--- config.mk ---
export PLATFORM = sky130hd
export DESIGN_NAME = dpm_dist
export DESIGN_NICKNAME = d
export VERILOG_FILES = /design/src/rtl/core/dpm_pkg.sv /design/src/rtl/core/dpm_dist.sv
export SDC_FILE = /design/constraint.sdc
export NUM_CORES = 2
export LEC_CHECK = 0
export ABC_AREA = 1
export BUFFER_PORTS_ARGS = -buffer_cell sky130_fd_sc_hd__buf_2
export CAP_MARGIN = 20
export CORE_MARGIN = 2
export CORE_UTILIZATION = 30
export CTS_CLUSTER_SIZE = 10
export DETAILED_ROUTE_END_ITERATION = 8
export GPL_TIMING_DRIVEN = 0
export PLACE_DENSITY = 0.44
export SLEW_MARGIN = 20
export SYNTH_ARGS = -nofsm -noshare
export SYNTH_HDL_FRONTEND = slang
export SYNTH_SLANG_ARGS = --single-unit
--- constraint.sdc ---
create_clock -name clk_i -period 11.43 [get_ports clk_i]
set_input_delay 1.7145 -clock clk_i [delete_from_list [all_inputs] [get_ports clk_i]]
set_output_delay 1.7145 -clock clk_i [all_outputs]
set_load 0.05 [all_outputs]
--- src/rtl/core/dpm_pkg.sv ---
// Shared types, constants and the square root step of the distance projection map.
package dpm_pkg;

  // Field widths and fixed point layout
  localparam int MAX_SIDE  = 4096;
  localparam int SIDE_W    = 13;
  localparam int CTR_W     = 16;
  localparam int PIX_W     = 12;
  localparam int FRAC      = 4;
  localparam int PROJ_W    = 16;
  localparam int STAT_W    = 2;
  localparam int APB_W     = 32;
  localparam int NUM_REGS  = 4;
  localparam int PADDR_W   = $clog2(4 * NUM_REGS);

  localparam int H_RESET   = 480;
  localparam int W_RESET   = 640;

  // Corner and pixel distance arithmetic
  localparam int CPOS_W    = SIDE_W + FRAC;
  localparam int PDIF_W    = (PIX_W + FRAC > CTR_W) ? PIX_W + FRAC : CTR_W;
  localparam int RAD_W     = 2 * CPOS_W + 1;
  localparam int RES_W     = RAD_W + 1;
  localparam int ROOT_W    = CPOS_W + 1;
  localparam int SQ_STG    = (ROOT_W + 1) / 2;
  localparam logic [RES_W-1:0] SQ_TOP_BIT = RES_W'(1) << (2 * (ROOT_W - 1));

  // Quotient and saturation
  localparam int ONE_SHIFT = 14;
  localparam int ONE_Q14   = 1 << ONE_SHIFT;
  localparam int SAT_Q     = ONE_Q14 + 32768;
  localparam int LIM_MUL   = SAT_Q + 1;
  localparam int Q_W       = 16;
  localparam int DV_STG    = Q_W / 2;
  localparam int NUM_W     = ROOT_W + ONE_SHIFT + 1;
  localparam int LIM_W     = ROOT_W + $clog2(LIM_MUL);
  localparam logic [PROJ_W-1:0] PROJ_MIN = {1'b1, {(PROJ_W-1){1'b0}}};

  typedef enum logic [1:0] {
    REG_HEIGHT = 2'd0,
    REG_WIDTH  = 2'd1,
    REG_CROW   = 2'd2,
    REG_CCOL   = 2'd3
  } cfg_reg_e;

  typedef enum logic [STAT_W-1:0] {
    ST_OK   = 2'd0,
    ST_SAT  = 2'd1,
    ST_ZERO = 2'd2
  } status_e;

  typedef enum logic [2:0] {
    NS_IDLE,
    NS_SQUARE,
    NS_SUM,
    NS_ROOT,
    NS_MIN,
    NS_LIMIT
  } norm_state_e;

  // Configuration seen by the datapath
  typedef struct packed {
    logic              hold;
    logic [CTR_W-1:0]  center_row;
    logic [CTR_W-1:0]  center_col;
    logic [ROOT_W-1:0] norm;
    logic [LIM_W-1:0]  lim;
  } norm_info_t;

  // Remainder and partial root of the digit-by-digit square root
  typedef struct packed {
    logic [RAD_W-1:0] rem;
    logic [RES_W-1:0] res;
  } sq_acc_t;

  // One result bit of the square root; bitv is the current power of four
  function automatic sq_acc_t sqrt_step(sq_acc_t a, logic [RES_W-1:0] bitv);
    sq_acc_t          o;
    logic [RES_W-1:0] t;
    t = a.res + bitv;
    if ({1'b0, a.rem} >= t) begin
      o.rem = RAD_W'({1'b0, a.rem} - t);
      o.res = (a.res >> 1) + bitv;
    end else begin
      o.rem = a.rem;
      o.res = a.res >> 1;
    end
    return o;
  endfunction

endpackage

--- src/rtl/core/dpm_dist.sv ---
// Pixel distance pipeline: offsets, squares, sum and a staged square root.
module dpm_dist (
  input  logic                         clk_i,
  input  logic                         rst_ni,
  input  logic                         in_valid_i,
  output logic                         in_stall_o,
  input  logic [dpm_pkg::PIX_W-1:0]    pixel_row_i,
  input  logic [dpm_pkg::PIX_W-1:0]    pixel_col_i,
  input  dpm_pkg::norm_info_t          info_i,
  output logic                         out_valid_o,
  input  logic                         out_stall_i,
  output logic [dpm_pkg::ROOT_W-1:0]   dist_o
);
  import dpm_pkg::*;

  localparam int NST = 3 + SQ_STG;

  logic [NST-1:0]      v_q, vin, rdy;
  logic [PDIF_W-1:0]   pr, pc, dr_q, dc_q;
  logic [2*PDIF_W-1:0] sr_q, sc_q;
  sq_acc_t             acc_q [0:SQ_STG];

  // A stage may load when it or any later stage holds a bubble, or when the output is not stalled
  for (genvar k = 0; k < NST; k++) begin : g_rdy
    assign rdy[k] = ~(&v_q[NST-1:k]) | ~out_stall_i;
  end

  assign vin        = {v_q[NST-2:0], in_valid_i};
  assign in_stall_o = ~rdy[0];

  always_ff @(posedge clk_i or negedge rst_ni) begin
    if (!rst_ni) begin
      v_q <= '0;
    end else begin
      for (int k = 0; k < NST; k++) begin
        if (rdy[k]) v_q[k] <= vin[k];
      end
    end
  end

  // Stage 0: absolute offsets from the center in Q.4
  assign pr = PDIF_W'({pixel_row_i, {FRAC{1'b0}}});
  assign pc = PDIF_W'({pixel_col_i, {FRAC{1'b0}}});

  always_ff @(posedge clk_i) begin
    if (rdy[0]) begin
      dr_q <= (pr > PDIF_W'(info_i.center_row)) ? pr - PDIF_W'(info_i.center_row)
                                                : PDIF_W'(info_i.center_row) - pr;
      dc_q <= (pc > PDIF_W'(info_i.center_col)) ? pc - PDIF_W'(info_i.center_col)
                                                : PDIF_W'(info_i.center_col) - pc;
    end
  end

  // Stage 1: squares
  always_ff @(posedge clk_i) begin
    if (rdy[1]) begin
      sr_q <= (2*PDIF_W)'(dr_q) * (2*PDIF_W)'(dr_q);
      sc_q <= (2*PDIF_W)'(dc_q) * (2*PDIF_W)'(dc_q);
    end
  end

  // Stage 2: sum of squares starts the root
  always_ff @(posedge clk_i) begin
    if (rdy[2]) begin
      acc_q[0].rem <= RAD_W'(sr_q) + RAD_W'(sc_q);
      acc_q[0].res <= '0;
    end
  end

  // Root stages: two result bits each
  for (genvar j = 0; j < SQ_STG; j++) begin : g_root
    localparam logic [RES_W-1:0] B0 = SQ_TOP_BIT >> (4 * j);
    sq_acc_t s0, nxt;
    assign s0 = sqrt_step(acc_q[j], B0);
    if (2 * j + 1 < ROOT_W) begin : g_two
      localparam logic [RES_W-1:0] B1 = SQ_TOP_BIT >> (4 * j + 2);
      assign nxt = sqrt_step(s0, B1);
    end else begin : g_one
      assign nxt = s0;
    end
    always_ff @(posedge clk_i) begin
      if (rdy[3 + j]) acc_q[j + 1] <= nxt;
    end
  end

  assign out_valid_o = v_q[NST-1];
  assign dist_o      = acc_q[SQ_STG].res[ROOT_W-1:0];

endmodule

==> impl_metrics.env <==
export IMPL_status="complete, no violations"
export IMPL_crit_path_frequent_cell="nor2_1"
export IMPL_crit_type="input port to primary output"
export IMPL_dp_hpwl_um=119600
export IMPL_cp_start_kind="input port"
export IMPL_area_delta_synth_final_pct=10.53
export IMPL_grt_ovfl_total=0
export IMPL_via_per_inst=4.598
export IMPL_maxSlewViolCount=0
export IMPL_synth_ff_latch_count=499
export IMPL_fin_setup_tns_ps=0
export IMPL_core_um2=166800
export IMPL_syn_area_um2=50290
export IMPL_rsz0062_at_grt="no"
export IMPL_grt_usage_pct=16.83
export IMPL_yosysTopAreaCellShare_pct=29.08
export IMPL_ys_flop_type="edfxtp_1"
export IMPL_worst_path_buf_inv=8
export IMPL_cp_data_arrival_time_ps=8300
export IMPL_rows=150
export IMPL_drt_iter0_drc=2154
export IMPL_synthTopCellsByCount="nand2_1 (1638), inv_1 (1286), nor2_1 (493), edfxtp_1 (487), ha_1 (454)"
export IMPL_synth_edff_count=487
export IMPL_grt_pass1_vias=40950
export IMPL_async_flop_share_pct=2.405
export IMPL_maxSlewHeadroom_pct=34.47
export IMPL_hold_ws_ps=400.8
export IMPL_grt_pass1_wl_um=225200
export IMPL_drc=0
export IMPL_ys_types=66
export IMPL_io_pins=133
export IMPL_die_h_um=413.4
export IMPL_antenna_found_initial=1
export IMPL_root_buffer="clkbuf_16"
export IMPL_ctsResizeCount=0
export IMPL_avgSynthCellArea_um2=7.897
export IMPL_cts_hold_buffers=0
export IMPL_ys_warn_count=0
export IMPL_drt_wl_total_um=141900
export IMPL_tritoncts="done"
export IMPL_synth_most_common_cell="nand2_1"
export IMPL_place_area_um2=53570
export IMPL_yosys_top_cells_area="edfxtp_1 (29%), fa_1 (13%), nand2_1 (12%)"
export IMPL_dr_total_vias=40290
export IMPL_setup_violations=0
export IMPL_die_area_um2=170900
export IMPL_die_w_um=413.4
export IMPL_slowest_stage="clkinv_2"
export IMPL_fin_crit_sh_pct=87.59
export IMPL_diodes=0
export IMPL_hold_viol=0
export IMPL_avgRoutedWirePerCell_um=16.19
export IMPL_grt_max_degree=53
export IMPL_skew_ps=31.33
export IMPL_place_gp_congestion=0.8777
export IMPL_crit_path_max_fanout=52
export IMPL_fin_nets=7422
export IMPL_worst_pin_slew_ps=980.6
export IMPL_drive_above_1_share_pct=5.550
export IMPL_worstPathRequired_ps=9720
export IMPL_cp_cell_sequence="buf_2 -> nand2_1 -> nor2_1 -> clkinv_2 -> nor2_1 -> clkinv_2 -> nor2_1 -> inv_2 -> nor2_2 -> nand2_2 -> nor2_1 -> inv_2 -> nor2_1 -> inv_2 -> nor2_1 -> inv_2 -> nor2_2 -> nand2_4 -> nor2_1 -> buf_2"
export IMPL_firstDrtPassIters=6
export IMPL_clkTransAtPathRegs_ps=50
export IMPL_io_buffers=78
export IMPL_numClockSinks=499
export IMPL_cp_top_family="simple AND/OR/NAND/NOR gates"
export IMPL_final_area_um2=55580
export IMPL_synth_area_leader_cell="edfxtp_1"
export IMPL_drv_cap=0
export IMPL_fmax_mhz=99.88
export IMPL_clk_latency_ps=650
export IMPL_postCtsSetupRepairBufs=0
export IMPL_min_period_ps=10010
export IMPL_critPathMaxStageDelay_ps=720
export IMPL_htree_levels=3
export IMPL_ant_nets=0
export IMPL_start_util_pct=30.14
export IMPL_cts_buffers=68
export IMPL_ys_seq_area_share_pct=29.68
export IMPL_cts_buffer_depth=3
export IMPL_synth_cells=6368
export IMPL_hold_class="flop to flop"
export IMPL_end_kind="primary output"
==> layout by cell type (no fill, tap or decap), drive strengths merged, types with 17 or more instances in the layout <==
master,n
a21oi,304
a31oi,18
buf,111
clkbuf,163
edfxtp,487
fa,331
ha,454
inv,1317
nand2,1671
nand3,327
nand3b,17
nand4,94
nor2,521
nor3,57
nor4,22
o21a,18
o21ai,223
o21bai,20
or2,20
xnor2,99
xor2,157
==> per-stage QoR <==
| stage | worst slack (ps) | std cells | utilization (%) |
|---|---|---|---|
| 6_report | 1418 | 8762 | 33.31 |
| 2_1_floorplan | 598.9 | 6370 | - |
| 5_1_grt | 295.0 | 8762 | 33.31 |
| 4_1_cts | 1307 | 8762 | 33.31 |
| 3_5_place_dp | 1319 | 8658 | 32.11 |
| 3_3_place_gp | -2731 | 8652 | 32.03 |
==> final cells by class <==
class / count / area, µm²
fill: 17860 / 111300
multi-input combinational: 4448 / 29890
sequential: 499 / 14920
inverter: 1314 / 4937
tap: 2204 / 2758
clock buffer: 81 / 1772
buffer: 109 / 554.3
timing repair buffer: 84 / 510.5
clock inverter: 23 / 235.2
==> worst paths after layout <==
check	endpoint	from	cells past startpoint	slack, ps
setup / recovery	in_stall_o	out_stall_i	20	1420
hold / removal	acc_q[1][39]	acc_q[0][39]	0	400
setup reg to reg	dc_q[0]	v_q[11]	20	4220
hold reg to reg	acc_q[1][39]	acc_q[0][39]	0	400
max in group asynchronous	v_q[3]	rst_ni	1	10160
min in group asynchronous	v_q[10]	rst_ni	1	990
==> state kept, by name, summed over array words and instances, names as in the netlist <==
signal  count
sc_q       31
dr_q       16
dc_q       16
sr_q       31
v_q        12
acc_q     393
==> cells by family after synthesis <==
family | count (synthesis) | share of synthesized area (%)
AND/OR/NAND/NOR | 2749 | 23.12
buffers and inverters | 1423 | 10.92
adder cells (fa/ha/maj) | 785 | 24.47
AO/OA/AOI/OAI | 653 | 7.303
flip-flops | 499 | 29.68
XOR/XNOR | 256 | 4.459
multiplexers | 2 | 0.04478
other | 1 | 0.007457
==> metal layers <==
layer  vias to the layer above  track usage [%]  routed length (µm)
met3                       132            1.713                3626
li1                      20490                -                   -
met2                       512            31.65               74460
met4                         0            3.605                2865
met1                     19160            20.52               60930
met5                         -                0                   0
Power is not shown: default switching activity piles up to over one toggle a cycle in this logic, so the estimate is an artifact.
