===== src/rtl/core/dpm_pkg.sv =====
// Shared types, constants and the square root step of the distance projection map.
package dpm_pkg;

  // Field widths and fixed point layout
  localparam int MAX_SIDE  = 4096;
  localparam int SIDE_W    = 13;
  localparam int CTR_W     = 16;
  localparam int PIX_W     = 12;
  localparam int FRAC      = 4;
  localparam int PROJ_W    = 16;
  localparam int STAT_W    = 2;
  localparam int APB_W     = 32;
  localparam int NUM_REGS  = 4;
  localparam int PADDR_W   = $clog2(4 * NUM_REGS);

  localparam int H_RESET   = 480;
  localparam int W_RESET   = 640;

  // Corner and pixel distance arithmetic
  localparam int CPOS_W    = SIDE_W + FRAC;
  localparam int PDIF_W    = (PIX_W + FRAC > CTR_W) ? PIX_W + FRAC : CTR_W;
  localparam int RAD_W     = 2 * CPOS_W + 1;
  localparam int RES_W     = RAD_W + 1;
  localparam int ROOT_W    = CPOS_W + 1;
  localparam int SQ_STG    = (ROOT_W + 1) / 2;
  localparam logic [RES_W-1:0] SQ_TOP_BIT = RES_W'(1) << (2 * (ROOT_W - 1));

  // Quotient and saturation
  localparam int ONE_SHIFT = 14;
  localparam int ONE_Q14   = 1 << ONE_SHIFT;
  localparam int SAT_Q     = ONE_Q14 + 32768;
  localparam int LIM_MUL   = SAT_Q + 1;
  localparam int Q_W       = 16;
  localparam int DV_STG    = Q_W / 2;
  localparam int NUM_W     = ROOT_W + ONE_SHIFT + 1;
  localparam int LIM_W     = ROOT_W + $clog2(LIM_MUL);
  localparam logic [PROJ_W-1:0] PROJ_MIN = {1'b1, {(PROJ_W-1){1'b0}}};

  typedef enum logic [1:0] {
    REG_HEIGHT = 2'd0,
    REG_WIDTH  = 2'd1,
    REG_CROW   = 2'd2,
    REG_CCOL   = 2'd3
  } cfg_reg_e;

  typedef enum logic [STAT_W-1:0] {
    ST_OK   = 2'd0,
    ST_SAT  = 2'd1,
    ST_ZERO = 2'd2
  } status_e;

  typedef enum logic [2:0] {
    NS_IDLE,
    NS_SQUARE,
    NS_SUM,
    NS_ROOT,
    NS_MIN,
    NS_LIMIT
  } norm_state_e;

  // Configuration seen by the datapath
  typedef struct packed {
    logic              hold;
    logic [CTR_W-1:0]  center_row;
    logic [CTR_W-1:0]  center_col;
    logic [ROOT_W-1:0] norm;
    logic [LIM_W-1:0]  lim;
  } norm_info_t;

  // Remainder and partial root of the digit-by-digit square root
  typedef struct packed {
    logic [RAD_W-1:0] rem;
    logic [RES_W-1:0] res;
  } sq_acc_t;

  // One result bit of the square root; bitv is the current power of four
  function automatic sq_acc_t sqrt_step(sq_acc_t a, logic [RES_W-1:0] bitv);
    sq_acc_t          o;
    logic [RES_W-1:0] t;
    t = a.res + bitv;
    if ({1'b0, a.rem} >= t) begin
      o.rem = RAD_W'({1'b0, a.rem} - t);
      o.res = (a.res >> 1) + bitv;
    end else begin
      o.rem = a.rem;
      o.res = a.res >> 1;
    end
    return o;
  endfunction

endpackage


===== src/rtl/core/dpm_norm.sv =====
// Configuration registers and the sequencer for the nearest corner distance.
module dpm_norm (
  input  logic                          clk_i,
  input  logic                          rst_ni,
  input  logic                          psel,
  input  logic                          penable,
  input  logic                          pwrite,
  input  logic [dpm_pkg::PADDR_W-1:0]   paddr,
  input  logic [dpm_pkg::APB_W-1:0]     pwdata,
  output logic [dpm_pkg::APB_W-1:0]     prdata,
  output logic                          pready,
  output dpm_pkg::norm_info_t           info_o
);
  import dpm_pkg::*;

  logic [SIDE_W-1:0] height_q, width_q;
  logic [CTR_W-1:0]  crow_q, ccol_q;
  logic              wr;
  cfg_reg_e          reg_sel;

  norm_state_e       state_q, state_d;
  logic [1:0]        idx_q, idx_d;
  logic [2*CPOS_W-1:0] sr_q, sr_d, sc_q, sc_d;
  sq_acc_t           acc_q, acc_d;
  logic [RES_W-1:0]  bit_q, bit_d;
  logic [ROOT_W-1:0] min_q, min_d, norm_q, norm_d;
  logic [LIM_W-1:0]  lim_q, lim_d;

  logic [SIDE_W-1:0] hc, wc;
  logic [CPOS_W-1:0] rpos, cpos, dr, dc;
  logic [ROOT_W-1:0] root, newmin;

  assign pready  = 1'b1;
  assign wr      = psel & penable & pwrite;
  assign reg_sel = cfg_reg_e'(paddr[PADDR_W-1:2]);

  // Register write
  always_ff @(posedge clk_i or negedge rst_ni) begin
    if (!rst_ni) begin
      height_q <= SIDE_W'(H_RESET);
      width_q  <= SIDE_W'(W_RESET);
      crow_q   <= '0;
      ccol_q   <= '0;
    end else if (wr) begin
      case (reg_sel)
        REG_HEIGHT: height_q <= pwdata[SIDE_W-1:0];
        REG_WIDTH:  width_q  <= pwdata[SIDE_W-1:0];
        REG_CROW:   crow_q   <= pwdata[CTR_W-1:0];
        REG_CCOL:   ccol_q   <= pwdata[CTR_W-1:0];
        default:    ;
      endcase
    end
  end

  // Register read
  always_comb begin
    case (reg_sel)
      REG_HEIGHT: prdata = APB_W'(height_q);
      REG_WIDTH:  prdata = APB_W'(width_q);
      REG_CROW:   prdata = APB_W'(crow_q);
      REG_CCOL:   prdata = APB_W'(ccol_q);
      default:    prdata = '0;
    endcase
  end

  // Corner position: corners visited as (0,0), (0,W), (H,W), (H,0)
  assign hc   = (int'(height_q) > MAX_SIDE) ? SIDE_W'(MAX_SIDE) : height_q;
  assign wc   = (int'(width_q) > MAX_SIDE) ? SIDE_W'(MAX_SIDE) : width_q;
  assign rpos = idx_q[1] ? {hc, {FRAC{1'b0}}} : '0;
  assign cpos = (idx_q[0] ^ idx_q[1]) ? {wc, {FRAC{1'b0}}} : '0;
  assign dr   = (rpos > CPOS_W'(crow_q)) ? rpos - CPOS_W'(crow_q) : CPOS_W'(crow_q) - rpos;
  assign dc   = (cpos > CPOS_W'(ccol_q)) ? cpos - CPOS_W'(ccol_q) : CPOS_W'(ccol_q) - cpos;
  assign root = acc_q.res[ROOT_W-1:0];
  assign newmin = (idx_q == 2'd0 || root < min_q) ? root : min_q;

  // Sequencer: square, sum, one root bit per cycle, running minimum
  always_comb begin
    state_d = state_q;
    idx_d   = idx_q;
    sr_d    = sr_q;
    sc_d    = sc_q;
    acc_d   = acc_q;
    bit_d   = bit_q;
    min_d   = min_q;
    norm_d  = norm_q;
    lim_d   = lim_q;
    case (state_q)
      NS_IDLE: ;
      NS_SQUARE: begin
        sr_d    = (2*CPOS_W)'(dr) * (2*CPOS_W)'(dr);
        sc_d    = (2*CPOS_W)'(dc) * (2*CPOS_W)'(dc);
        state_d = NS_SUM;
      end
      NS_SUM: begin
        acc_d.rem = RAD_W'(sr_q) + RAD_W'(sc_q);
        acc_d.res = '0;
        bit_d     = SQ_TOP_BIT;
        state_d   = NS_ROOT;
      end
      NS_ROOT: begin
        acc_d = sqrt_step(acc_q, bit_q);
        bit_d = bit_q >> 2;
        if (bit_q == RES_W'(1)) begin
          state_d = NS_MIN;
        end
      end
      NS_MIN: begin
        min_d = newmin;
        if (idx_q == 2'd3) begin
          norm_d  = newmin;
          state_d = NS_LIMIT;
        end else begin
          idx_d   = idx_q + 2'd1;
          state_d = NS_SQUARE;
        end
      end
      NS_LIMIT: begin
        lim_d   = LIM_W'(norm_q) * LIM_W'(LIM_MUL);
        state_d = NS_IDLE;
      end
      default: state_d = NS_IDLE;
    endcase
    // any write restarts the corner sweep with the new values
    if (wr) begin
      state_d = NS_SQUARE;
      idx_d   = '0;
    end
  end

  always_ff @(posedge clk_i or negedge rst_ni) begin
    if (!rst_ni) begin
      state_q <= NS_IDLE;
      idx_q   <= '0;
      norm_q  <= '0;
      lim_q   <= '0;
    end else begin
      state_q <= state_d;
      idx_q   <= idx_d;
      norm_q  <= norm_d;
      lim_q   <= lim_d;
    end
  end

  // Datapath of the sequencer
  always_ff @(posedge clk_i) begin
    sr_q  <= sr_d;
    sc_q  <= sc_d;
    acc_q <= acc_d;
    bit_q <= bit_d;
    min_q <= min_d;
  end

  assign info_o.hold       = (state_q != NS_IDLE) | wr;
  assign info_o.center_row = crow_q;
  assign info_o.center_col = ccol_q;
  assign info_o.norm       = norm_q;
  assign info_o.lim        = lim_q;

endmodule


===== config.mk =====
export PLATFORM = sky130hd
export DESIGN_NAME = dpm_norm
export DESIGN_NICKNAME = d
export VERILOG_FILES = /design/src/rtl/core/dpm_pkg.sv /design/src/rtl/core/dpm_norm.sv
export SDC_FILE = /design/constraint.sdc
export NUM_CORES = 2
export LEC_CHECK = 0
export BUFFER_PORTS_ARGS = -buffer_cell sky130_fd_sc_hd__buf_2
export CAP_MARGIN = 15
export CORE_MARGIN = 5
export CORE_UTILIZATION = 55
export DETAILED_ROUTE_END_ITERATION = 7
export PLACE_DENSITY = 0.72
export SLEW_MARGIN = 25
export SYNTH_ARGS = -nofsm -noshare
export SYNTH_HDL_FRONTEND = slang
export SYNTH_SLANG_ARGS = --single-unit
export TNS_END_PERCENT = 5

===== constraint.sdc =====
create_clock -name clk_i -period 11.71 [get_ports clk_i]
set_input_delay 1.171 -clock clk_i [delete_from_list [all_inputs] [get_ports clk_i]]
set_output_delay 1.171 -clock clk_i [all_outputs]
set_load 0.02 [all_outputs]

==> summary.md <==
| Metric | Value |
|---|---|
| Skew-Pair Late Insertion Delay | `approximately 0.58 ns` |
| Largest net degree at the start of global routing | `a little over 70` |
| #FFs+latches synth | `~290` |
| IO Pins | `roughly 160` |
| Most common cell on crit path | `inv_1` |
| Final Setup Violations | `0` |
| Clock slew at reported path FFs | `approximately 0.060 ns` |
| Top FF cell, synth | `edfxtp_1` |
| Final Max Tran Viols | `0` |
| Cts-stage hold buffer count | `0` |
| Count leader, synth | `inv_1` |
| Minimum clock period | `10.90 ns` |
| Final Net Count | `approximately 5.1k` |
| Cells after Synth | `approximately 4k` |
| Yosys top cell area share | `0.204` |
| Chip Height | `273 um` |
| Total of cells resized after clock tree synthesis | `0` |
| Post-DR wirelength/cell | `approximately 18 um` |
| Actual slew at the worst max-slew pin | `about 1.1 ns` |
| Post-synth EDFFs | `173` |
| Die area | `74,500 um^2` |
| M2 GR Usage | `0.419` |
| Yosys warning count | `0` |
| Root buf cell | `clkbuf_16` |
| RSZ-0062 raised after global routing | `no` |
| Met1 usage | `0.321` |
| Kind of critical path | `reg2reg` |
| CTS buffer count | `35` |
| Die Wd | `about 270 um` |
| Layout area overhead | `7.36%` |
| Total track usage | `0.246` |
| Max incr delay on CP | `0.70 ns` |
| Total negative slack | `0 ns` |
| Path type of the worst min-delay path | `reg2reg` |
| CTS Sinks | `between 200 and 300` |
| Status | `completed` |
| Cell Area, Synth | `approximately 38,000 um^2` |
| Slowest cell on the critical path | `o21a_1` |
| Fmax achieved | `0.0917 GHz` |
| # DRC | `0` |
| Avg Cell Area, Syn | `9.40 um^2` |
| CTS tree | `yes` |
| Relative slew slack | `0.286` |
| Vias per cell | `5.63` |
| Port bufs | `123` |
| Top cells by area in the synthesized netlist | `fa_1 (20%), ha_1 (17%), edfxtp_1 (14%)` |
| CP arrival | `roughly 11 ns` |
| Clock Path Buffers | `3` |
| First-pass DRT Iterations | `7` |
| Share of layout cells above drive strength 1 | `0.0936` |
| Largest area contributor in the netlist | `fa_1` |
| DR iter-0 viols | `around 1.8k` |
| Tcrit/Tclk final | `0.931` |
| Clock skew | `a little over 0.03 ns` |
| Synth cell types | `97` |
| Placeable Area | `slightly below 70,000 um^2` |
| Utilization after layout | `0.595` |
| Vias in the first global route | `about 29k` |
| Grt total ovfl | `0` |
| Initial Util | `0.554` |
| Hold Slack | `0.476 ns` |
| Top post-synthesis cells by count | `inv_1 (658), ha_1 (509), nand2_1 (397)` |
| Setup crit start kind | `register` |
| Postcts setup bufs | `0` |
| Final Hold Viols | `0` |
| Crit path max fanout | `21` |
| Routed via count | `between 20k and 30k` |
| HPWL after DPL | `70.9 mm` |
| Initial antenna violation count | `5` |
| Data required, critical path | `around 12 ns` |
| Asr flop ratio synth | `0.399` |
| GR Util met3 | `0.0422` |
| Grt peak-use layer | `met2` |
| Antenna violation net count after detailed routing | `0` |
| Max-cap viol count | `0` |
| First-pass GRT wire length | `around 150 mm` |
| CP endpoint kind | `register` |
| GP Congestion | `0.887` |
| Post-Route WL | `91.2 mm` |
| H-tree depth | `2` |
| Rows | `96` |
| Register area share after synthesis | `0.213` |
area by class of cell:
type,instances,area (um^2)
fill,5808,27800
timing repair buffer,172,1010
clock inverter,18,173
multi-input combinational,2967,26900
tap,931,1160
inverter,667,2500
antenna,2,5.00
clock buffer,45,953
sequential,288,8080
layout by cell type (no fill, tap or decap), types with 8 or more instances in the layout:
cell type  Yosys  routed
a211oi_1      53      53
a21o_1        82      82
a21oi_1      163     163
a31o_2        11      11
a31oi_1       38      38
and2_1        59      59
and3_1        36      36
buf_2         23     122
buf_4         19      49
clkbuf_16      0      35
clkinv_2       0       8
conb_1         2      17
dfrtp_1      109     109
edfxtp_1     173     173
fa_1         388     388
ha_1         509     509
inv_1        658     657
inv_2          7       8
mux2_2        83      83
mux2i_1       18      18
mux4_2        13      13
nand2_1      397     397
nand2b_1      27      27
nand3_1       47      47
nand4_1       21      21
nor2_1       246     246
nor2b_1       41      40
nor3_1        63      62
nor4_1        34      33
o211ai_1      13      13
o21a_1        34      34
o21ai_0      136     136
o21bai_1      22      22
o22ai_1       34      34
o31ai_1       13      13
or2_2          8       8
or3_1         12      12
xnor2_1      143     142
xor2_1        83      82
flip-flops by register name, summed over array words and instances (netlist names), 16 cells and up:
signal  cells
sc_q       33
norm_q     18
crow_q     16
bit_q      18
lim_q      34
acc_q      71
min_q      18
sr_q       33
ccol_q     16
metrics by stage:
stage | setup WS, ns | std cells | area (um^2)
2_1_floorplan | 2.01 | 4060 | 38100
3_3_place_gp | 0.986 | 5024 | 39700
3_5_place_dp | 0.934 | 5024 | 39700
4_1_cts | 0.850 | 5087 | 40800
5_1_grt | 0.193 | 5088 | 40800
6_report | 0.806 | 5090 | 40800
final timing paths:
check,startpoint,endpoint,slack [ns],cells after the start
setup / recovery,idx_q[1],sc_q[33],0.81,38
hold / removal,lim_q[7],lim_q[7],0.48,2
setup reg to reg,idx_q[1],sc_q[33],0.81,38
hold reg to reg,lim_q[7],lim_q[7],0.48,2
max in group asynchronous,rst_ni,width_q[7],9.98,3
min in group asynchronous,rst_ni,lim_q[31],0.61,1
worst max-delay path: cells and delay by family, from the launching register on:
kind	cells	cell delay (ns)
compound gates	13	3.22
xor+xnor	2	0.49
simple gates	4	0.66
mux	1	0.42
flops	1	0.41
fa+ha+maj	9	4.19
buf+inv	9	1.22
per-layer routing:
| layer | up-vias | part of all wire |
|---|---|---|
| met4 | 4 | 0.034 |
| met5 | - | 0.00021 |
| met1 | 13983 | 0.43 |
| li1 | 13698 | - |
| met3 | 193 | 0.063 |
| met2 | 778 | 0.48 |
kinds of logic (layout without fill, tap and decap cells):
group,Yosys count,count (layout),synth area share
simple gates,1030,1030,0.126
fa+ha+maj,897,897,0.372
buf+inv,805,902,0.0823
compound gates,677,677,0.116
flops,288,288,0.213
xor+xnor,231,231,0.0547
mux,115,115,0.0373
other cells,2,19,0.000198
Power is left out: the tool's default activity adds up to more than one toggle a clock period on the data nets, which glitch-free logic cannot reach.
