==> src/rtl/core/dpm_pkg.sv <==
// Shared types, constants and the square root step of the distance projection map.
package dpm_pkg;

  // Field widths and fixed point layout
  localparam int MAX_SIDE  = 4096;
  localparam int SIDE_W    = 13;
  localparam int CTR_W     = 16;
  localparam int PIX_W     = 12;
  localparam int FRAC      = 4;
  localparam int PROJ_W    = 16;
  localparam int STAT_W    = 2;
  localparam int APB_W     = 32;
  localparam int NUM_REGS  = 4;
  localparam int PADDR_W   = $clog2(4 * NUM_REGS);

  localparam int H_RESET   = 480;
  localparam int W_RESET   = 640;

  // Corner and pixel distance arithmetic
  localparam int CPOS_W    = SIDE_W + FRAC;
  localparam int PDIF_W    = (PIX_W + FRAC > CTR_W) ? PIX_W + FRAC : CTR_W;
  localparam int RAD_W     = 2 * CPOS_W + 1;
  localparam int RES_W     = RAD_W + 1;
  localparam int ROOT_W    = CPOS_W + 1;
  localparam int SQ_STG    = (ROOT_W + 1) / 2;
  localparam logic [RES_W-1:0] SQ_TOP_BIT = RES_W'(1) << (2 * (ROOT_W - 1));

  // Quotient and saturation
  localparam int ONE_SHIFT = 14;
  localparam int ONE_Q14   = 1 << ONE_SHIFT;
  localparam int SAT_Q     = ONE_Q14 + 32768;
  localparam int LIM_MUL   = SAT_Q + 1;
  localparam int Q_W       = 16;
  localparam int DV_STG    = Q_W / 2;
  localparam int NUM_W     = ROOT_W + ONE_SHIFT + 1;
  localparam int LIM_W     = ROOT_W + $clog2(LIM_MUL);
  localparam logic [PROJ_W-1:0] PROJ_MIN = {1'b1, {(PROJ_W-1){1'b0}}};

  typedef enum logic [1:0] {
    REG_HEIGHT = 2'd0,
    REG_WIDTH  = 2'd1,
    REG_CROW   = 2'd2,
    REG_CCOL   = 2'd3
  } cfg_reg_e;

  typedef enum logic [STAT_W-1:0] {
    ST_OK   = 2'd0,
    ST_SAT  = 2'd1,
    ST_ZERO = 2'd2
  } status_e;

  typedef enum logic [2:0] {
    NS_IDLE,
    NS_SQUARE,
    NS_SUM,
    NS_ROOT,
    NS_MIN,
    NS_LIMIT
  } norm_state_e;

  // Configuration seen by the datapath
  typedef struct packed {
    logic              hold;
    logic [CTR_W-1:0]  center_row;
    logic [CTR_W-1:0]  center_col;
    logic [ROOT_W-1:0] norm;
    logic [LIM_W-1:0]  lim;
  } norm_info_t;

  // Remainder and partial root of the digit-by-digit square root
  typedef struct packed {
    logic [RAD_W-1:0] rem;
    logic [RES_W-1:0] res;
  } sq_acc_t;

  // One result bit of the square root; bitv is the current power of four
  function automatic sq_acc_t sqrt_step(sq_acc_t a, logic [RES_W-1:0] bitv);
    sq_acc_t          o;
    logic [RES_W-1:0] t;
    t = a.res + bitv;
    if ({1'b0, a.rem} >= t) begin
      o.rem = RAD_W'({1'b0, a.rem} - t);
      o.res = (a.res >> 1) + bitv;
    end else begin
      o.rem = a.rem;
      o.res = a.res >> 1;
    end
    return o;
  endfunction

endpackage

==> src/rtl/core/dpm_div.sv <==
// Quotient pipeline: rounded distance over normalizer, saturation and result register.
module dpm_div (
  input  logic                         clk_i,
  input  logic                         rst_ni,
  input  logic                         in_valid_i,
  output logic                         in_stall_o,
  input  logic [dpm_pkg::ROOT_W-1:0]   dist_i,
  input  dpm_pkg::norm_info_t          info_i,
  output logic                         out_valid_o,
  input  logic                         out_stall_i,
  output logic [dpm_pkg::PROJ_W-1:0]   projection_o,
  output logic [dpm_pkg::STAT_W-1:0]   status_o
);
  import dpm_pkg::*;

  localparam int NST = DV_STG + 2;

  typedef struct packed {
    logic [NUM_W-1:0] rem;
    logic [Q_W-1:0]   quo;
    logic             sat;
  } div_acc_t;

  logic [NST-1:0]    v_q, vin, rdy;
  div_acc_t          dacc_q [0:DV_STG];
  logic [NUM_W-1:0]  num;
  logic [PROJ_W-1:0] proj_q;
  status_e           status_q;
  logic [Q_W:0]      diff;

  // One restoring division step at quotient bit i
  function automatic div_acc_t div_step(div_acc_t a, logic [ROOT_W-1:0] n, int i);
    div_acc_t         o;
    logic [NUM_W:0]   trial;
    o     = a;
    trial = (NUM_W+1)'(n) << i;
    if ({1'b0, a.rem} >= trial) begin
      o.rem    = NUM_W'({1'b0, a.rem} - trial);
      o.quo[i] = 1'b1;
    end
    return o;
  endfunction

  for (genvar k = 0; k < NST; k++) begin : g_rdy
    assign rdy[k] = ~(&v_q[NST-1:k]) | ~out_stall_i;
  end

  assign vin        = {v_q[NST-2:0], in_valid_i};
  assign in_stall_o = ~rdy[0];

  always_ff @(posedge clk_i or negedge rst_ni) begin
    if (!rst_ni) begin
      v_q <= '0;
    end else begin
      for (int k = 0; k < NST; k++) begin
        if (rdy[k]) v_q[k] <= vin[k];
      end
    end
  end

  // Stage 0: numerator with half the divisor added; saturation by limit compare
  assign num = (NUM_W'(dist_i) << ONE_SHIFT) + NUM_W'(info_i.norm >> 1);

  always_ff @(posedge clk_i) begin
    if (rdy[0]) begin
      dacc_q[0].rem <= num;
      dacc_q[0].quo <= '0;
      dacc_q[0].sat <= (LIM_W'(num) >= info_i.lim);
    end
  end

  // Division stages: two quotient bits each, most significant first
  for (genvar j = 0; j < DV_STG; j++) begin : g_div
    div_acc_t s0, nxt;
    assign s0  = div_step(dacc_q[j], info_i.norm, Q_W - 1 - 2 * j);
    assign nxt = div_step(s0, info_i.norm, Q_W - 2 - 2 * j);
    always_ff @(posedge clk_i) begin
      if (rdy[1 + j]) dacc_q[j + 1] <= nxt;
    end
  end

  // Result register
  assign diff = (Q_W+1)'(ONE_Q14) - (Q_W+1)'(dacc_q[DV_STG].quo);

  always_ff @(posedge clk_i) begin
    if (rdy[NST-1]) begin
      if (info_i.norm == '0) begin
        proj_q   <= '0;
        status_q <= ST_ZERO;
      end else if (dacc_q[DV_STG].sat) begin
        proj_q   <= PROJ_MIN;
        status_q <= ST_SAT;
      end else begin
        proj_q   <= diff[PROJ_W-1:0];
        status_q <= ST_OK;
      end
    end
  end

  assign out_valid_o  = v_q[NST-1];
  assign projection_o = proj_q;
  assign status_o     = status_q;

endmodule

==> config.mk <==
export PLATFORM = sky130hd
export DESIGN_NAME = dpm_div
export DESIGN_NICKNAME = d
export VERILOG_FILES = /design/src/rtl/core/dpm_pkg.sv /design/src/rtl/core/dpm_div.sv
export SDC_FILE = /design/constraint.sdc
export NUM_CORES = 1
export LEC_CHECK = 0
export BUFFER_PORTS_ARGS = -buffer_cell sky130_fd_sc_hd__buf_4
export CORE_UTILIZATION = 33
export CTS_BUF_LIST = sky130_fd_sc_hd__clkbuf_4 sky130_fd_sc_hd__clkbuf_8 sky130_fd_sc_hd__clkbuf_16
export DETAILED_ROUTE_END_ITERATION = 10
export HOLD_SLACK_MARGIN = 0.12
export PLACE_DENSITY = 0.61
export SYNTH_ARGS = -nofsm -noshare
export SYNTH_HDL_FRONTEND = slang
export SYNTH_SLANG_ARGS = --single-unit
==> constraint.sdc <==
create_clock -name clk_i -period 6.75 [get_ports clk_i]
set_input_delay 0.675 -clock clk_i [delete_from_list [all_inputs] [get_ports clk_i]]
set_output_delay 0.675 -clock clk_i [all_outputs]
set_load 0.01 [all_outputs]
==> report_table.html <==
<table>
<tr><th>Metric</th><th>Value</th></tr>
<tr><th colspan="2">Status</th></tr>
<tr><td>Outcome</td><td>complete, no violations</td></tr>
<tr><th colspan="2">Cells and area</th></tr>
<tr><td>Layout area overhead</td><td>14.6%</td></tr>
<tr><td>Final core occ</td><td>38.2%</td></tr>
<tr><td>Filler cell count in the final layout</td><td>9429</td></tr>
<tr><td>Area taken by flip-flops and latches</td><td>11200 µm²</td></tr>
<tr><td>Total Nets Final</td><td>4014</td></tr>
<tr><td>Combined area of the multi-input logic cells</td><td>19600 µm²</td></tr>
<tr><td>Fraction of final layout cells sized beyond drive strength 1</td><td>13.6%</td></tr>
<tr><th colspan="2">Timing</th></tr>
<tr><td>Worst rel slew slack</td><td>31.9%</td></tr>
<tr><td>Smallest hold slack</td><td>0.251 ns</td></tr>
<tr><td>Final Critical Period</td><td>6.15 ns</td></tr>
<tr><td>Final-report setup violation count</td><td>0</td></tr>
<tr><td>Ratio of final minimum period to clock period</td><td>91.1%</td></tr>
<tr><td>Slew of the pin with the lowest slew margin</td><td>1.01 ns</td></tr>
<tr><td>Final worst clock skew</td><td>0.0317 ns</td></tr>
<tr><td>Total Negative Setup Slacks</td><td>0 ns</td></tr>
<tr><td>Max-slew violation count</td><td>0</td></tr>
<tr><td>Unrepaired setup endpoints after global routing</td><td>no</td></tr>
<tr><td>Count of final hold-check violations</td><td>0</td></tr>
<tr><td>FMAX</td><td>163 MHz</td></tr>
<tr><th colspan="2">Global routing</th></tr>
<tr><td>Antenna violations before repair</td><td>2</td></tr>
<tr><td>Global-route usage over all layers</td><td>17.1%</td></tr>
<tr><td>Pin count of the biggest net entering global routing</td><td>50</td></tr>
<tr><td>Number of global-route vias before repair</td><td>24700</td></tr>
<tr><td>Global Route met1 Usage</td><td>22.7%</td></tr>
<tr><td>Gr ovfl total</td><td>0</td></tr>
<tr><td>Met3 Track Usage GR</td><td>2.87%</td></tr>
<tr><td>Global-route wire length before repair</td><td>133000 µm</td></tr>
<tr><td>Busiest layer in global routing</td><td>met2</td></tr>
<tr><td>GR Layer Usage met2</td><td>28.3%</td></tr>
<tr><th colspan="2">CTS</th></tr>
<tr><td>Root Driver</td><td>sky130_fd_sc_hd__clkbuf_16</td></tr>
<tr><td>Number of clock sinks</td><td>373</td></tr>
<tr><td>CTS max path bufs</td><td>3</td></tr>
<tr><td>Worst-Skew Late Latency</td><td>0.61 ns</td></tr>
<tr><td>TritonCTS clock tree</td><td>yes</td></tr>
<tr><td>CTS clk-pin slew, worst paths</td><td>0.06 ns</td></tr>
<tr><td>Total clock buffers created by CTS</td><td>42</td></tr>
<tr><td>H-Tree Level Count</td><td>2</td></tr>
<tr><th colspan="2">Power</th></tr>
<tr><td>Static Leak</td><td>14.8 nW</td></tr>
<tr><td>Net load switching power</td><td>9.19 mW</td></tr>
<tr><td>Cell internal power dissipation</td><td>12.0 mW</td></tr>
<tr><td>Switching portion of total power</td><td>43.4%</td></tr>
<tr><td>Pwr per Cell Area</td><td>582 nW/µm²</td></tr>
<tr><td>Relative contribution of sequential cells to total power</td><td>22.2%</td></tr>
<tr><td>Share of total power in the clock network</td><td>11.5%</td></tr>
<tr><td>Logic pwr share</td><td>66.3%</td></tr>
<tr><td>Maximum resistive drop on vdd</td><td>0.232 mV</td></tr>
<tr><td>Total power consumption of the routed design</td><td>21.2 mW</td></tr>
<tr><th colspan="2">Logic synthesis</th></tr>
<tr><td>Adder and majority gate portion of the synthesized area</td><td>13.8%</td></tr>
<tr><td>Main combinational cell family by area after synthesis</td><td>compound AO/OA/AOI/OAI gates</td></tr>
<tr><td>Cell types with the highest counts after synthesis</td><td>sky130_fd_sc_hd__edfxtp_1 (363), sky130_fd_sc_hd__ha_1 (325), sky130_fd_sc_hd__a21oi_1 (294)</td></tr>
<tr><td>Area contributors post-synth</td><td>sky130_fd_sc_hd__edfxtp_1 (34%), sky130_fd_sc_hd__ha_1 (13%), sky130_fd_sc_hd__xnor2_1 (5.8%), sky130_fd_sc_hd__a21oi_1 (4.6%), sky130_fd_sc_hd__mux2_2 (3.9%)</td></tr>
<tr><td>Number of flops mapped to enable cells by yosys</td><td>363</td></tr>
<tr><td>Count of distinct cell types in the synthesized netlist</td><td>100</td></tr>
<tr><td>Netlist area before placement</td><td>31800 µm²</td></tr>
<tr><td>Most instantiated flip-flop cell in the synthesis netlist</td><td>sky130_fd_sc_hd__edfxtp_1</td></tr>
<tr><td>Cells after Synth</td><td>3353</td></tr>
<tr><td>Average instance area after synthesis</td><td>9.47 µm²</td></tr>
<tr><td>Synth async-reset ratio</td><td>2.68%</td></tr>
<tr><td>Synthesis warning total</td><td>0</td></tr>
<tr><td>Multiplexer area fraction after synthesis</td><td>4.69%</td></tr>
<tr><td>Number of storage elements in the synthesis netlist</td><td>373</td></tr>
<tr><td>Total nets after synthesis</td><td>3801</td></tr>
<tr><td>Proportion of synthesized chip area in sequential cells</td><td>35.1%</td></tr>
<tr><td>Post-Synth Simple-Gate Area</td><td>16.6%</td></tr>
<tr><td>Compound-cell area share of the yosys netlist</td><td>18.4%</td></tr>
<tr><td>Fraction of synthesized cell area in xor and xnor cells</td><td>8.27%</td></tr>
<tr><td>Share of Yosys cell area claimed by the top area cell type</td><td>34.3%</td></tr>
<tr><td>Synth area leader</td><td>sky130_fd_sc_hd__edfxtp_1</td></tr>
<tr><td>Most frequently used cell type in the post-synthesis netlist</td><td>sky130_fd_sc_hd__edfxtp_1</td></tr>
<tr><th colspan="2">Worst setup path</th></tr>
<tr><td>Kind of critical path</td><td>flop to flop</td></tr>
<tr><td>Reg-to-reg setup timing slack</td><td>0.60 ns</td></tr>
<tr><td>Critical path arrival</td><td>6.43 ns</td></tr>
<tr><td>Endpoint kind of the worst setup timing path</td><td>flop</td></tr>
<tr><td>Startpoint types</td><td>flop</td></tr>
<tr><td>Largest driver fanout on the critical path</td><td>5</td></tr>
<tr><td>Data required time at the worst endpoint</td><td>7.03 ns</td></tr>
<tr><th colspan="2">Detailed routing</th></tr>
<tr><td>Detailed-route wire length per cell</td><td>17.4 µm</td></tr>
<tr><td>Detailed-route DRC error count</td><td>0</td></tr>
<tr><td>Via-per-instance ratio</td><td>5.32</td></tr>
<tr><td>Drt initial violations</td><td>1812</td></tr>
<tr><td>Via count</td><td>25900</td></tr>
<tr><td>Count of TritonRoute iterations in the first routing pass</td><td>7</td></tr>
<tr><td>Post-route antenna net violation count</td><td>0</td></tr>
<tr><td>Sum of routed wire length over all layers</td><td>84400 µm</td></tr>
<tr><th colspan="2">Placement</th></tr>
<tr><td>Port bufs</td><td>93</td></tr>
<tr><td>GP Congestion</td><td>0.900</td></tr>
<tr><td>HPWL after detailed placement</td><td>67700 µm</td></tr>
<tr><th colspan="2">Min path</th></tr>
<tr><td>Worst min path class</td><td>primary input to flop</td></tr>
<tr><th colspan="2">Floorplan</th></tr>
<tr><td>Cell Rows</td><td>113</td></tr>
<tr><td>Starting density of the core</td><td>33.4%</td></tr>
<tr><td>Horiz. Die Dim</td><td>312 µm</td></tr>
<tr><td>Total core area</td><td>95200 µm²</td></tr>
<tr><td>Y dimension of the die</td><td>312 µm</td></tr>
<tr><td>Total Die Area</td><td>97500 µm²</td></tr>
<tr><td>Top-level port count</td><td>127</td></tr>
<tr><th colspan="2">Run</th></tr>
<tr><td>Maxcap violations</td><td>0</td></tr>
</table>
-- path summary, 6_finish.rpt --
kind                                 from             end  cells past startpoint
setup / recovery           dacc_q[0][368]  dacc_q[0][401]                     27
max in group asynchronous          rst_ni          v_q[5]                      2
hold reg to reg            dacc_q[0][116]  dacc_q[0][166]                      0
min in group asynchronous          rst_ni          v_q[0]                      2
hold / removal                 in_valid_i          v_q[0]                      2
setup reg to reg           dacc_q[0][368]  dacc_q[0][401]                     27
-- flip-flops by register name (all words and copies together), names as in the netlist --
name          cells
status_o          2
dacc_q          345
v_q              10
projection_o     16
-- critical path, cell delays in order (launching register included) --
cell                       delay [ns]
sky130_fd_sc_hd__edfxtp_1        0.39
sky130_fd_sc_hd__inv_1           0.07
sky130_fd_sc_hd__ha_1            0.15
sky130_fd_sc_hd__inv_1           0.05
sky130_fd_sc_hd__fa_1            0.42
sky130_fd_sc_hd__a21o_1          0.19
sky130_fd_sc_hd__a21oi_1         0.18
sky130_fd_sc_hd__nor2b_1         0.06
sky130_fd_sc_hd__o21ai_0         0.22
sky130_fd_sc_hd__a21oi_1         0.15
sky130_fd_sc_hd__a41o_1          0.31
sky130_fd_sc_hd__a221o_1         0.34
sky130_fd_sc_hd__or4_1           0.41
sky130_fd_sc_hd__or2_2           0.41
sky130_fd_sc_hd__nor2_1          0.12
sky130_fd_sc_hd__a21oi_1         0.05
sky130_fd_sc_hd__ha_1            0.29
sky130_fd_sc_hd__nor2b_1         0.13
sky130_fd_sc_hd__o21a_1          0.16
sky130_fd_sc_hd__o21a_1          0.16
sky130_fd_sc_hd__o21a_1          0.16
sky130_fd_sc_hd__o21a_1          0.16
sky130_fd_sc_hd__o21ai_0         0.22
sky130_fd_sc_hd__a21oi_1         0.16
sky130_fd_sc_hd__o221ai_1        0.23
sky130_fd_sc_hd__a21oi_1         0.13
sky130_fd_sc_hd__nor4_1          0.28
sky130_fd_sc_hd__nand4_1         0.22
-- power by group through the flow --
stage          combinational, mW  clock (mW)  sequential, mW
6_report                    14.0        2.43            4.70
5_1_grt                     15.7        2.59            4.78
4_1_cts                     14.0        2.50            4.71
3_5_place_dp                13.9           0            4.75
3_3_place_gp                13.7           0            4.74
2_1_floorplan               10.9           0            4.43
-- cells by family after synthesis --
| logic type | count (synthesis) |
|---|---|
| compound gates | 925 |
| fa+ha+maj | 341 |
| mux | 131 |
| flops | 373 |
| xor+xnor | 300 |
| buf+inv | 252 |
| simple gates | 1031 |
-- layout make-up --
class | count | share of cell area, %
timing repair buffer | 230 | 4.93
multi-input combinational | 2728 | 54.0
tap | 1265 | 4.35
antenna | 1 | 0.00688
sequential | 373 | 30.6
clock buffer | 51 | 3.11
clock inverter | 26 | 0.973
inverter | 191 | 1.99
-- cells in the final DEF (no fill, tap or decap), types with 9 or more instances in the layout --
cell type	instances
sky130_fd_sc_hd__or3_1	30
sky130_fd_sc_hd__a211oi_1	28
sky130_fd_sc_hd__o22ai_1	9
sky130_fd_sc_hd__and4_1	12
sky130_fd_sc_hd__edfxtp_1	363
sky130_fd_sc_hd__nand2b_1	52
sky130_fd_sc_hd__nor2b_1	48
sky130_fd_sc_hd__nor2_1	251
sky130_fd_sc_hd__ha_1	325
sky130_fd_sc_hd__o21ai_0	203
sky130_fd_sc_hd__clkbuf_16	42
sky130_fd_sc_hd__a21boi_0	17
sky130_fd_sc_hd__fa_1	15
sky130_fd_sc_hd__mux2i_1	12
sky130_fd_sc_hd__dfrtp_1	10
sky130_fd_sc_hd__mux2_2	109
sky130_fd_sc_hd__o211ai_1	13
sky130_fd_sc_hd__nor4_1	46
sky130_fd_sc_hd__o21bai_1	32
sky130_fd_sc_hd__xnor2_1	210
sky130_fd_sc_hd__buf_4	223
sky130_fd_sc_hd__inv_1	183
sky130_fd_sc_hd__a2111oi_0	11
sky130_fd_sc_hd__nand3_1	71
sky130_fd_sc_hd__o21a_1	51
sky130_fd_sc_hd__or4_1	15
sky130_fd_sc_hd__o31ai_1	25
sky130_fd_sc_hd__a21oi_1	294
sky130_fd_sc_hd__nand2_1	239
sky130_fd_sc_hd__a211o_1	10
sky130_fd_sc_hd__and2_1	21
sky130_fd_sc_hd__nand4b_1	10
sky130_fd_sc_hd__and3_1	28
sky130_fd_sc_hd__nand4_1	67
sky130_fd_sc_hd__a31oi_1	18
sky130_fd_sc_hd__or2_2	25
sky130_fd_sc_hd__xor2_1	90
sky130_fd_sc_hd__nor3_1	69
sky130_fd_sc_hd__a21o_1	125
-- layer usage --
| layer | share of wire (%) | vias to the layer above |
|---|---|---|
| li1 | - | 13000 |
| met1 | 46 | 12200 |
| met2 | 46 | 547 |
| met3 | 5.3 | 118 |
| met4 | 2.5 | 0 |
| met5 | 0 | - |
-- timing repair --
action,in CTS,in global routing
hold buffers,1,0
hold endpoints to repair,10,0
gates resized for setup,0,1
setup buffers,0,0
endpoints found under the setup margin,0,17
-- through the flow --
| stage | instance area, µm² | std cells | setup slack (ns) |
|---|---|---|---|
| finish | 36400 | 4865 | 0.599 |
| global placement | 34900 | 4786 | 0.152 |
| floorplan | 31800 | 3353 | 0.0174 |
| global route | 36400 | 4865 | 0.00211 |
| detailed placement | 34900 | 4786 | 0.0923 |
| CTS | 36400 | 4864 | 0.602 |
(Power assumes the default switching activity.)
